==> config.mk <==
export PLATFORM = sky130hd
export DESIGN_NAME = message_framer_with_rotating_checksum
export DESIGN_NICKNAME = d
export VERILOG_FILES = /design/src/rtl/mfc_pkg.sv /design/src/rtl/mfc_front.sv /design/src/rtl/mfc_queue.sv /design/src/rtl/mfc_back.sv /design/src/rtl/message_framer_with_rotating_checksum.sv
export SDC_FILE = /design/constraint.sdc
export NUM_CORES = 1
export LEC_CHECK = 0
export ABC_CLOCK_PERIOD_IN_PS = 4500
export BUFFER_PORTS_ARGS = -buffer_cell sky130_fd_sc_hd__buf_2
export CAP_MARGIN = 20
export CORE_MARGIN = 3
export CORE_UTILIZATION = 45
export CTS_BUF_LIST = sky130_fd_sc_hd__clkbuf_8
export CTS_CLUSTER_SIZE = 12
export DETAILED_ROUTE_END_ITERATION = 10
export GPL_TIMING_DRIVEN = 1
export PLACE_DENSITY = 0.64
export SLEW_MARGIN = 20
export SYNTH_ARGS = -nofsm -noshare
export SYNTH_HDL_FRONTEND = slang
export SYNTH_SLANG_ARGS = --single-unit
==> constraint.sdc <==
create_clock -name clk -period 4.5 [get_ports clk]
set_clock_uncertainty 0.1 [all_clocks]
set_input_delay 0.225 -clock clk [delete_from_list [all_inputs] [get_ports clk]]
set_output_delay 0.225 -clock clk [all_outputs]
set_load 0.01 [all_outputs]
==> src/rtl/mfc_pkg.sv <==
package mfc_pkg;

    // Sizes and limits
    localparam int unsigned QUEUE_DEPTH_DEF = 4;
    localparam int unsigned STEP_W          = 5;
    localparam logic [9:0]  MAX_PAYLOAD     = 10'd997;
    localparam logic [9:0]  HEADER_END      = 10'd26;
    localparam logic [9:0]  HEADER_START    = 10'd2;
    localparam logic [STEP_W-1:0] HDR_LAST  = STEP_W'(23);
    localparam logic [STEP_W-1:0] HDR_CHK_HI = STEP_W'(24);

    // Frame offsets of the checksum bytes
    localparam logic [9:0]  CHK_HI_OFFSET   = 10'd0;
    localparam logic [9:0]  CHK_LO_OFFSET   = 10'd1;

    // Register reset values
    localparam logic [31:0] SENDER_NODE_RST   = 32'd1;
    localparam logic [31:0] SENDER_THREAD_RST = 32'd1;
    localparam logic [15:0] HOP_LIMIT_RST     = 16'd10;

    // Register indexes on the configuration port
    localparam logic [1:0] CFG_SENDER_NODE   = 2'd0;
    localparam logic [1:0] CFG_SENDER_THREAD = 2'd1;
    localparam logic [1:0] CFG_HOP_LIMIT     = 2'd2;

    // Input command codes
    localparam logic CMD_START = 1'b0;
    localparam logic CMD_DATA  = 1'b1;

    // Result status codes
    localparam logic [1:0] ST_OK      = 2'd0;
    localparam logic [1:0] ST_ORPHAN  = 2'd1;
    localparam logic [1:0] ST_ABANDON = 2'd2;

    typedef enum logic [1:0] {
        JOB_START  = 2'd0,
        JOB_DATA   = 2'd1,
        JOB_ORPHAN = 2'd2
    } job_kind_t;

    typedef struct packed {
        logic        command;
        logic [31:0] topic_id;
        logic [63:0] timestamp_ns;
        logic [9:0]  data_length;
        logic [7:0]  data_byte;
    } in_t;

    typedef struct packed {
        logic [9:0] frame_offset;
        logic [7:0] frame_byte;
        logic       frame_done;
        logic [1:0] status;
    } out_t;

    typedef struct packed {
        logic [31:0] sender_node;
        logic [31:0] sender_thread;
        logic [15:0] hop_limit;
    } cfg_t;

    // One classified work unit handed from front to back
    typedef struct packed {
        job_kind_t   kind;
        logic [1:0]  status;
        logic        last;          // frame closes after this job
        logic [31:0] topic_id;
        logic [63:0] timestamp_ns;
        logic [9:0]  length;        // clamped payload length
        logic [9:0]  offset;        // frame offset of a data byte
        logic [7:0]  data_byte;
    } job_t;

    // Rotate right by one, then add the byte modulo 2^16
    function automatic logic [15:0] fold(input logic [15:0] sum, input logic [7:0] b);
        fold = {sum[0], sum[15:1]} + {8'd0, b};
    endfunction

endpackage

==> src/rtl/mfc_front.sv <==
module mfc_front (
    input  logic          clk,
    input  logic          rst_n,
    input  logic          in_valid,
    output logic          in_stall,
    input  mfc_pkg::in_t  in_data,
    input  logic          q_full,
    output logic          push,
    output mfc_pkg::job_t job
);
    import mfc_pkg::*;

    logic       frame_open_reg, frame_open_next;
    logic [9:0] bytes_left_reg, bytes_left_next;
    logic [9:0] next_offset_reg, next_offset_next;
    logic [9:0] len_clamped;

    assign in_stall = q_full;
    assign push     = in_valid && !q_full;

    assign len_clamped = (in_data.data_length > MAX_PAYLOAD) ? MAX_PAYLOAD
                                                             : in_data.data_length;

    // Classify the beat and track frame state
    always_comb
    begin
        job.kind         = JOB_ORPHAN;
        job.status       = ST_ORPHAN;
        job.last         = 1'b1;
        job.topic_id     = in_data.topic_id;
        job.timestamp_ns = in_data.timestamp_ns;
        job.length       = len_clamped;
        job.offset       = next_offset_reg;
        job.data_byte    = in_data.data_byte;

        frame_open_next  = frame_open_reg;
        bytes_left_next  = bytes_left_reg;
        next_offset_next = next_offset_reg;

        if (in_data.command == CMD_START)
        begin
            job.kind         = JOB_START;
            job.status       = frame_open_reg ? ST_ABANDON : ST_OK;
            job.last         = (len_clamped == 10'd0);
            job.offset       = HEADER_END;
            frame_open_next  = (len_clamped != 10'd0);
            bytes_left_next  = len_clamped;
            next_offset_next = HEADER_END;
        end
        else if (frame_open_reg)
        begin
            job.kind         = JOB_DATA;
            job.status       = ST_OK;
            job.last         = (bytes_left_reg == 10'd1);
            frame_open_next  = (bytes_left_reg != 10'd1);
            bytes_left_next  = bytes_left_reg - 10'd1;
            next_offset_next = next_offset_reg + 10'd1;
        end
    end

    always_ff @(posedge clk or negedge rst_n)
    begin
        if (!rst_n)
        begin
            frame_open_reg  <= 1'b0;
            bytes_left_reg  <= 10'd0;
            next_offset_reg <= 10'd0;
        end
        else if (push)
        begin
            frame_open_reg  <= frame_open_next;
            bytes_left_reg  <= bytes_left_next;
            next_offset_reg <= next_offset_next;
        end
    end

endmodule

==> src/rtl/mfc_queue.sv <==
module mfc_queue #(
    parameter int unsigned DEPTH = mfc_pkg::QUEUE_DEPTH_DEF
) (
    input  logic          clk,
    input  logic          rst_n,
    input  logic          push,
    input  mfc_pkg::job_t job_in,
    output logic          full,
    input  logic          pop,
    output logic          valid,
    output mfc_pkg::job_t job_out
);
    import mfc_pkg::*;

    localparam int unsigned PTR_W = $clog2(DEPTH);
    localparam int unsigned CNT_W = $clog2(DEPTH + 1);
    localparam logic [PTR_W-1:0] PTR_LAST = PTR_W'(DEPTH - 1);
    localparam logic [CNT_W-1:0] CNT_FULL = CNT_W'(DEPTH);

    job_t             entry_reg [DEPTH];
    logic [PTR_W-1:0] wr_ptr_reg;
    logic [PTR_W-1:0] rd_ptr_reg;
    logic [CNT_W-1:0] count_reg;
    logic             do_push;
    logic             do_pop;

    assign full    = (count_reg == CNT_FULL);
    assign valid   = (count_reg != '0);
    assign job_out = entry_reg[rd_ptr_reg];
    assign do_push = push && !full;
    assign do_pop  = pop && valid;

    // Pointers and fill level
    always_ff @(posedge clk or negedge rst_n)
    begin
        if (!rst_n)
        begin
            wr_ptr_reg <= '0;
            rd_ptr_reg <= '0;
            count_reg  <= '0;
        end
        else
        begin
            if (do_push)
                wr_ptr_reg <= (wr_ptr_reg == PTR_LAST) ? '0 : wr_ptr_reg + PTR_W'(1);
            if (do_pop)
                rd_ptr_reg <= (rd_ptr_reg == PTR_LAST) ? '0 : rd_ptr_reg + PTR_W'(1);
            if (do_push && !do_pop)
                count_reg <= count_reg + CNT_W'(1);
            else if (do_pop && !do_push)
                count_reg <= count_reg - CNT_W'(1);
        end
    end

    // Entry storage
    always_ff @(posedge clk)
    begin
        if (do_push)
            entry_reg[wr_ptr_reg] <= job_in;
    end

endmodule

==> src/rtl/mfc_back.sv <==
module mfc_back (
    input  logic          clk,
    input  logic          rst_n,
    input  mfc_pkg::cfg_t cfg,
    input  logic          q_valid,
    input  mfc_pkg::job_t job,
    output logic          pop,
    output logic          out_valid,
    input  logic          out_stall,
    output mfc_pkg::out_t out_data
);
    import mfc_pkg::*;

    logic [STEP_W-1:0] step_reg;
    logic [15:0]       sum_reg;
    logic              out_valid_reg;
    out_t              out_reg;

    logic [191:0]      hdr_vec;
    logic [STEP_W-1:0] hdr_sel;
    logic [7:0]        hdr_byte;
    out_t              res;
    logic              fold_en;
    logic [15:0]       fold_base;
    logic              last_step;
    logic              advance;

    // Header bytes, big-endian, offsets 2 to 25
    assign hdr_vec  = {cfg.sender_node, job.timestamp_ns, cfg.sender_thread,
                       job.topic_id, cfg.hop_limit, 6'd0, job.length};
    assign hdr_sel  = HDR_LAST - step_reg;
    assign hdr_byte = hdr_vec[{hdr_sel, 3'b000} +: 8];

    // Result of the current step of the head job
    always_comb
    begin
        res.frame_offset = CHK_HI_OFFSET;
        res.frame_byte   = 8'd0;
        res.frame_done   = 1'b0;
        res.status       = job.status;
        fold_en          = 1'b0;
        fold_base        = sum_reg;
        last_step        = 1'b0;

        unique case (job.kind)
            JOB_START:
            begin
                if (step_reg <= HDR_LAST)
                begin
                    res.frame_offset = {{(10-STEP_W){1'b0}}, step_reg} + HEADER_START;
                    res.frame_byte   = hdr_byte;
                    fold_en          = 1'b1;
                    fold_base        = (step_reg == '0) ? 16'd0 : sum_reg;
                    last_step        = (step_reg == HDR_LAST) && !job.last;
                end
                else if (step_reg == HDR_CHK_HI)
                begin
                    res.frame_byte   = sum_reg[15:8];
                end
                else
                begin
                    res.frame_offset = CHK_LO_OFFSET;
                    res.frame_byte   = sum_reg[7:0];
                    res.frame_done   = 1'b1;
                    last_step        = 1'b1;
                end
            end
            JOB_DATA:
            begin
                if (step_reg == '0)
                begin
                    res.frame_offset = job.offset;
                    res.frame_byte   = job.data_byte;
                    fold_en          = 1'b1;
                    last_step        = !job.last;
                end
                else if (step_reg == STEP_W'(1))
                begin
                    res.frame_byte   = sum_reg[15:8];
                end
                else
                begin
                    res.frame_offset = CHK_LO_OFFSET;
                    res.frame_byte   = sum_reg[7:0];
                    res.frame_done   = 1'b1;
                    last_step        = 1'b1;
                end
            end
            JOB_ORPHAN:
            begin
                last_step = 1'b1;
            end
            default:
            begin
                last_step = 1'b1;
            end
        endcase
    end

    assign advance   = q_valid && (!out_valid_reg || !out_stall);
    assign pop       = advance && last_step;
    assign out_valid = out_valid_reg;
    assign out_data  = out_reg;

    // Step counter, checksum and output beat control
    always_ff @(posedge clk or negedge rst_n)
    begin
        if (!rst_n)
        begin
            step_reg      <= '0;
            sum_reg       <= 16'd0;
            out_valid_reg <= 1'b0;
        end
        else if (advance)
        begin
            out_valid_reg <= 1'b1;
            step_reg      <= last_step ? '0 : step_reg + STEP_W'(1);
            if (fold_en)
                sum_reg <= fold(fold_base, res.frame_byte);
        end
        else if (!out_stall)
        begin
            out_valid_reg <= 1'b0;
        end
    end

    // Output payload
    always_ff @(posedge clk)
    begin
        if (advance)
            out_reg <= res;
    end

endmodule

==> src/rtl/message_framer_with_rotating_checksum.sv <==
// Channel | Direction | Handshake            | Payload
// in      | input     | in_valid / in_stall  | in_data (command, topic, stamp, length, byte)
// out     | output    | out_valid / out_stall| out_data (offset, byte, done, status)
// cfg     | input     | cfg_valid / cfg_ready| cfg_index, cfg_data
//
// A data beat inside a frame yields one result, the last one three (byte
// plus two checksum bytes); a start yields 24 header bytes, or 26 with an
// empty payload; a stray data beat yields one. Results leave one byte per cycle
// from a single output register while a job waits and out_stall is low.
// The job queue lets the input side keep taking beats while a header drains.
// Reset clears frame state, the checksum, the queue and all valids; the
// registers return to node 1, thread 1, hop limit 10. cfg_ready is always high.
module message_framer_with_rotating_checksum #(
    parameter int unsigned QUEUE_DEPTH = mfc_pkg::QUEUE_DEPTH_DEF
) (
    input  logic          clk,
    input  logic          rst_n,
    input  logic          in_valid,
    output logic          in_stall,
    input  mfc_pkg::in_t  in_data,
    output logic          out_valid,
    input  logic          out_stall,
    output mfc_pkg::out_t out_data,
    input  logic          cfg_valid,
    output logic          cfg_ready,
    input  logic [1:0]    cfg_index,
    input  logic [31:0]   cfg_data
);
    import mfc_pkg::*;

    cfg_t cfg_reg;
    logic q_full;
    logic q_valid;
    logic push;
    logic pop;
    job_t job_in;
    job_t job_head;

    assign cfg_ready = 1'b1;

    // Configuration registers
    always_ff @(posedge clk or negedge rst_n)
    begin
        if (!rst_n)
        begin
            cfg_reg.sender_node   <= SENDER_NODE_RST;
            cfg_reg.sender_thread <= SENDER_THREAD_RST;
            cfg_reg.hop_limit     <= HOP_LIMIT_RST;
        end
        else if (cfg_valid && cfg_ready)
        begin
            unique case (cfg_index)
                CFG_SENDER_NODE:   cfg_reg.sender_node   <= cfg_data;
                CFG_SENDER_THREAD: cfg_reg.sender_thread <= cfg_data;
                CFG_HOP_LIMIT:     cfg_reg.hop_limit     <= cfg_data[15:0];
                default:           ;
            endcase
        end
    end

    // Front: accept and classify
    mfc_front u_front (
        .clk      (clk),
        .rst_n    (rst_n),
        .in_valid (in_valid),
        .in_stall (in_stall),
        .in_data  (in_data),
        .q_full   (q_full),
        .push     (push),
        .job      (job_in)
    );

    // Job queue between the two sides
    mfc_queue #(
        .DEPTH (QUEUE_DEPTH)
    ) u_queue (
        .clk     (clk),
        .rst_n   (rst_n),
        .push    (push),
        .job_in  (job_in),
        .full    (q_full),
        .pop     (pop),
        .valid   (q_valid),
        .job_out (job_head)
    );

    // Back: emit bytes and run the checksum
    mfc_back u_back (
        .clk       (clk),
        .rst_n     (rst_n),
        .cfg       (cfg_reg),
        .q_valid   (q_valid),
        .job       (job_head),
        .pop       (pop),
        .out_valid (out_valid),
        .out_stall (out_stall),
        .out_data  (out_data)
    );

endmodule

Yosys cells after proc, flatten, opt, wreduce, memory -nomap -nowiden
Memory sizes are Yosys's and may differ from the RTL's.
Cells that the tools add are included.
- $add $sub $neg: 10
- multipliers: 0
- div/mod/pow operators: 0
- magnitude comparators: 2
- equality and inequality tests: 13
- shift-type cells: 1
- muxes and demuxes: 40
- bitwise operators: 0
- reduce and logical (&&, ||, !) cells: 27
- operator list (cell ; count):
    indexed part select 192 x 9 -> 8 bit ; 1
    two-way mux 10 bit ; 6
    two-way mux 16 bit ; 3
    one-hot mux 19 bit (2 select lines) ; 1
    two-way mux 18 bit ; 2
    adder 16 x 8 -> 16 bit ; 1
    two-way mux 1 bit ; 16
    two-way mux 8 bit ; 2
    two-way mux 5 bit ; 3
    adder 10 x 1 -> 10 bit, second input constant ; 1
    equality test 10 x 1 -> 1 bit, second input constant ; 1
    equality test 5 bit, second input constant ; 2
    > comparator 10 bit, second input constant ; 1
    logical NOT 10 bit ; 1
    inequality test 10 x 1 -> 1 bit, second input constant ; 1
    AND reduction 2 bit ; 5
    nonzero test 10 bit ; 1
    subtractor 10 x 1 -> 10 bit, second input constant ; 1
    logical AND 1 bit ; 8
    adder 5 x 2 -> 6 bit, second input constant ; 1
    equality test 2 bit, second input constant ; 3
    logical NOT 1 bit ; 6
    two-way mux 2 bit ; 3
    two-way mux 3 bit ; 2
    16 further kinds ; 21
- register bits: 151
- latch bits: 0
- memory bits (writable): 516
- ROM bits: 0
- bits of input ports: 154
- memories kept: 1
- memories (name ; depth ; bits a word ; read ports ; clocked after memory_dff ; write ports ; line ; source):
    u_queue.entry_reg ; 4 ; 129 ; 1 ; 0 ; 1 ; mfc_queue.sv:20 ; job_t entry_reg [DEPTH];

Logic depth before layout (Yosys ltp)
An unclocked memory read counts as a cell.
- word-level depth: 10
- depth in mapped cells: 20
- gate-level depth less buffers: 16

Modules after synthesis
A second synthesis with hierarchy kept.
- cells, all modules: 1548
- area total of the unflattened synthesis: 28426.0 sq um
- modules (own cells, without submodules) (module ; times used ; cells each ; area an instance (sq um)):
    mfc_queue ; 1 ; 711 ; 19047.0
    mfc_back ; 1 ; 393 ; 4169.0
    message_framer_with_rotating_checksum ; 1 ; 172 ; 2995.4
    mfc_front ; 1 ; 272 ; 2214.6

Worst setup path before layout
Ideal clock, no wire load.
- path type: flip-flop to flip-flop
- start: register u_queue.count_reg[2]
- end: memory u_queue.entry_reg[3][0] in the netlist's numbering (enable)
- arrival: 4.272 ns
- data required time: 3.898 ns
- setup slack: -0.374 ns
- stages on the path, launching flop included: 7
- buffers on the path: 2
- cell sequence: dfrtp_1 > nor3b_1 > nand2b_1 > clkbuf_1 > inv_1 > clkbuf_1 > and2_1
- word-level cells in the longest chain between the ends: 6
- ends and longest elaborated chain (what ; line ; source):
    start: declaration ; mfc_queue.sv:23 ; logic [CNT_W-1:0] count_reg;
    start signal: assignment ; mfc_queue.sv:49 ; count_reg <= count_reg + CNT_W'(1);
    start signal: assignment ; mfc_queue.sv:51 ; count_reg <= count_reg - CNT_W'(1);
    equality test 3 bit ; mfc_queue.sv:27 ; assign full = (count_reg == CNT_FULL);
    net in_stall ; message_framer_with_rotating_checksum.sv:19 ; output logic in_stall,
    logical NOT 1 bit ; mfc_front.sv:19 ; assign push = in_valid && !q_full;
    logical AND 1 bit ; mfc_front.sv:19 ;
    net push ; message_framer_with_rotating_checksum.sv:34 ; logic push;
    logical AND 1 bit ; mfc_queue.sv:30 ; assign do_push = push && !full;
    two-way mux 1 bit ; mfc_queue.sv:58 ; if (do_push)
    two-way mux 1 bit (not written as such) ; mfc_queue.sv:59 ; entry_reg[wr_ptr_reg] <= job_in;
    end: declaration ; mfc_queue.sv:20 ;
The timed path passes the listed nets, and every way through them passes these cells.

==> run_results.csv <==
group,metric,value,unit
setup_path,regToRegEndpoint,"u_back.sum_reg[10]",
finish,postLayoutCellArea,34030,um^2
timing,slew_viol_final,0,
logic_synthesis,synth_seq_area_share,68.98,%
logic_synthesis,syn-instance-count,1612,
setup_path,worst-r2r-cell-count,15,
floorplan,rows,90,
setup_path,critPathLaunchType,"register",
power,power.ir.vdd_worst,0.4709,mV
clocking,h-tree-depth,3,
global_routing,global_route.peak_usage_layer,"met2",
place,hpwl,47840,um
clocking,post_cts_setup_buffers,0,
timing,clock.fmax,234.3,MHz
clocking,cts.reportedPaths.clkPinSlew,60,ps
power,cellPowerDensity,645.3,nW/um^2
setup_path,critical_path_peak_fanout,20,
setup_path,crit_path_end_kind,"register",
global_routing,use_met3,3.912,%
route,post-route-drc-count,0,
clocking,max-clock-path-buffers,3,
floorplan,design.die.area,65090,um^2
global_routing,first_pass_grt_wire_length,106000,um
power,p_leak,12.45,nW
clocking,tritoncts,"done",
global_routing,grt_pass1_vias,17010,
setup_path,reg2reg_setup_slack,230,ps
logic_synthesis,synth-main-ff-cell,"sky130_fd_sc_hd__edfxtp_1",
route,drt_pre_antenna_iters,5,
route,route.detailed.wl_per_inst,23.56,um
global_routing,grt.overflow.total,0,
logic_synthesis,yosys_register_bits,663,
global_routing,antenna_found_initial,3,
setup_path,critical_path.reg2reg.startpoint,"u_queue.rd_ptr_reg[0]",
logic_synthesis,synth-async-reset-ratio,19.61,%
timing,rsz0062_at_grt,"yes",
floorplan,floorplan.core_area,60920,um^2
place,place.port_buffers,176,
floorplan,die_y,255.1,um
finish,layout-drive-gt1-share,30.30,%
worst_hold_path,number_of_instances_on_the_worst_hold_path,4,
finish,syn_to_final_growth,21.85,%
clocking,clockRootBuffer,"sky130_fd_sc_hd__clkbuf_8",
worst_hold_path,min_from,"cfg_index[0]",
logic_synthesis,ys_warn_count,0,
power,power,21.96,mW
route,drtIter0Drc,1296,
timing,slew_headroom,34.03,%
run_status,outcome,"finished clean",
timing,timing_worst_slew_pin_value,986.5,ps
job,drv_cap,0,
logic_synthesis,syn-cell-area,27930,um^2
clocking,cts_buffers,108,
clocking,clock-sinks,663,
setup_path,worst-endpoint-arrival,4730,ps
place,gp_congestion,0.9087,
setup_path,timing.critical_path.required,4960,ps
logic_synthesis,synth.net_count,1792,
global_routing,gr_met2_demand_resource,35.87,%
place,placed_area,30290,um^2
route,route.final.wire_length,70270,um
timing,min_period,4269,ps
floorplan,io_pins,178,
floorplan,dieWidth,255.1,um
route,num_vias,16470,
timing,timing.final.crit_share,94.86,%
logic_synthesis,synth.avg_cell_area,17.33,um^2
finish,final_net_count,2243,
global_routing,grt_start_max_net_pins,97,
global_routing,grtUsageTotal,21.93,%
route,vias_per_cell,5.523,
setup_path,timing_worst_setup_path_type,"register to register",
finish,largest_register_ff_count,512,
floorplan,floorplan.initialDensity,45.84,%
clocking,clk-insertion-delay-late,700,ps
worst_hold_path,path_type_of_the_worst_min_delay_path,"input port to register",
timing,final_count_of_negative_setup_slack_endpoints,0,
route,antenna_violating_nets_post_route,0,
timing,finalHoldViolCount,0,
finish,nFillCells,4782,
worst_hold_path,hold_end,"cfg_reg[76]",
global_routing,grt_use_met1,30.23,%
logic_synthesis,yosys.cell_types.count,80,
logic_synthesis,synth_enable_flop_cells,533,
## worst max path at each step
stage | from | end | slack [ps]
after global routing | u_queue.rd_ptr_reg[0] | u_back.sum_reg[10] | -5
final | u_queue.rd_ptr_reg[0] | u_back.sum_reg[10] | 230
after floorplan | u_back.step_reg[0] | u_back.sum_reg[14] | 190
after detailed placement | u_queue.rd_ptr_reg[0] | u_back.sum_reg[14] | 130
after global placement | u_queue.rd_ptr_reg[0] | u_back.sum_reg[14] | 140
after CTS | u_queue.rd_ptr_reg[0] | u_back.sum_reg[10] | 80
## what timing repair did
| item | 4_1_cts | 5_1_grt |
|---|---|---|
| gates resized for setup | 0 | 8 |
| hold endpoints to repair | 688 | 0 |
| endpoints found under the setup margin | 0 | 8 |
| hold buffers | 153 | 0 |
## per-layer routing
| layer | vias up | share of wire, % |
|---|---|---|
| met1 | 8463 | 43 |
| met3 | 114 | 5.6 |
| met2 | 533 | 49 |
| met5 | - | 0.019 |
| met4 | 2 | 2.5 |
| li1 | 7357 | - |
## cell type report
type                            instances  area, um^2  area share [%]
Tap cell                              828        1036           3.044
Multi-Input combinational cell        839        8083           23.75
Inverter                               21       78.83          0.2316
Timing Repair Buffer                  430        3395           9.975
Sequential cell                       663       19280           56.64
Clock inverter                         89       643.1           1.890
Antenna cell                            2       5.005         0.01471
Clock buffer                          110        1514           4.449
## cell usage in the layout (no fill, tap or decap), types with 42 or more instances in the layout
master and count:
sky130_fd_sc_hd__buf_4 85, sky130_fd_sc_hd__buf_2 175, sky130_fd_sc_hd__edfxtp_1 533, sky130_fd_sc_hd__mux2i_1 56, sky130_fd_sc_hd__inv_1 43, sky130_fd_sc_hd__clkbuf_8 110, sky130_fd_sc_hd__mux2_2 97, sky130_fd_sc_hd__nor2_1 44
sky130_fd_sc_hd__mux4_2 95, sky130_fd_sc_hd__a21oi_1 42, sky130_fd_sc_hd__dlygate4sd3_1 152, sky130_fd_sc_hd__nand2_1 111, sky130_fd_sc_hd__dfrtp_1 122, sky130_fd_sc_hd__o21ai_0 46
## metrics by stage
step | TNS, ps | worst slack, ps | util [%] | cells | hold WS [ps]
floorplan | 0 | 192.9 | - | 1612 | -170.6
global placement | 0 | 142.1 | 49.72 | 2628 | 146.2
detailed placement | 0 | 130.4 | 49.72 | 2628 | 156.8
CTS | 0 | 78.65 | 55.79 | 2980 | 77.95
global route | -9.496 | -4.988 | 55.86 | 2981 | 124.4
finish | 0 | 231.2 | 55.86 | 2982 | 161.3
## synth_stat cells, types with 13 or more instances
master	number	area [um^2]
sky130_fd_sc_hd__mux2_2	97	1092
sky130_fd_sc_hd__nor2b_1	14	87.58
sky130_fd_sc_hd__nand3_1	26	130.1
sky130_fd_sc_hd__dfrtp_1	126	3153
sky130_fd_sc_hd__ha_1	24	300.3
sky130_fd_sc_hd__inv_1	20	75.07
sky130_fd_sc_hd__edfxtp_1	533	16010
sky130_fd_sc_hd__nor3_1	15	75.07
sky130_fd_sc_hd__o22ai_1	21	131.4
sky130_fd_sc_hd__buf_4	13	97.59
sky130_fd_sc_hd__a21oi_1	43	215.2
sky130_fd_sc_hd__xor2_1	14	122.6
sky130_fd_sc_hd__and2_1	29	181.4
sky130_fd_sc_hd__nor2_1	44	165.2
sky130_fd_sc_hd__a31oi_1	15	93.84
sky130_fd_sc_hd__o21ai_0	48	240.2
sky130_fd_sc_hd__mux4_2	95	2140
sky130_fd_sc_hd__mux2i_1	56	560.5
sky130_fd_sc_hd__buf_2	23	115.1
sky130_fd_sc_hd__clkbuf_1	33	123.9
sky130_fd_sc_hd__mux4_1	29	762.0
sky130_fd_sc_hd__nand2_1	111	416.7
## cells by family (layout without fill, tap and decap cells)
group                      count (synthesis)  in the layout  share of synthesized area (%)
AOI/OAI and AO/OA                        216            216                          5.130
xor gates and xnor gates                  19             19                         0.5959
adders and majority gates                 26             26                          1.219
buffers and inverters                    110            650                          2.253
DFF                                      663            663                          68.98
muxes                                    280            280                          16.53
other                                      1              3                        0.01343
and+or+nand+nor                          297            297                          5.287
## power breakdown
| part | internal [mW] | switching [mW] | total (mW) |
|---|---|---|---|
| Clock | 2.81 | 2.38 | 5.20 |
| Sequential | 8.15 | 0.606 | 8.75 |
| Combinational | 3.46 | 4.55 | 8.00 |
| Total | 14.4 | 7.54 | 22.0 |
## critical path, cell delays in order, from the launching register on
cell and delay, ps:
sky130_fd_sc_hd__dfrtp_4 480, sky130_fd_sc_hd__buf_12 210, sky130_fd_sc_hd__mux4_2 530, sky130_fd_sc_hd__a22oi_1 330, sky130_fd_sc_hd__a21oi_1 110, sky130_fd_sc_hd__a311oi_1 310
sky130_fd_sc_hd__buf_4 170, sky130_fd_sc_hd__o22ai_1 100, sky130_fd_sc_hd__ha_1 230, sky130_fd_sc_hd__fa_1 440, sky130_fd_sc_hd__a21o_1 190, sky130_fd_sc_hd__a21oi_2 200
sky130_fd_sc_hd__o21ai_2 110, sky130_fd_sc_hd__o2111ai_1 280, sky130_fd_sc_hd__mux2i_1 220, sky130_fd_sc_hd__o22ai_1 90
(Power assumes the default switching activity.)
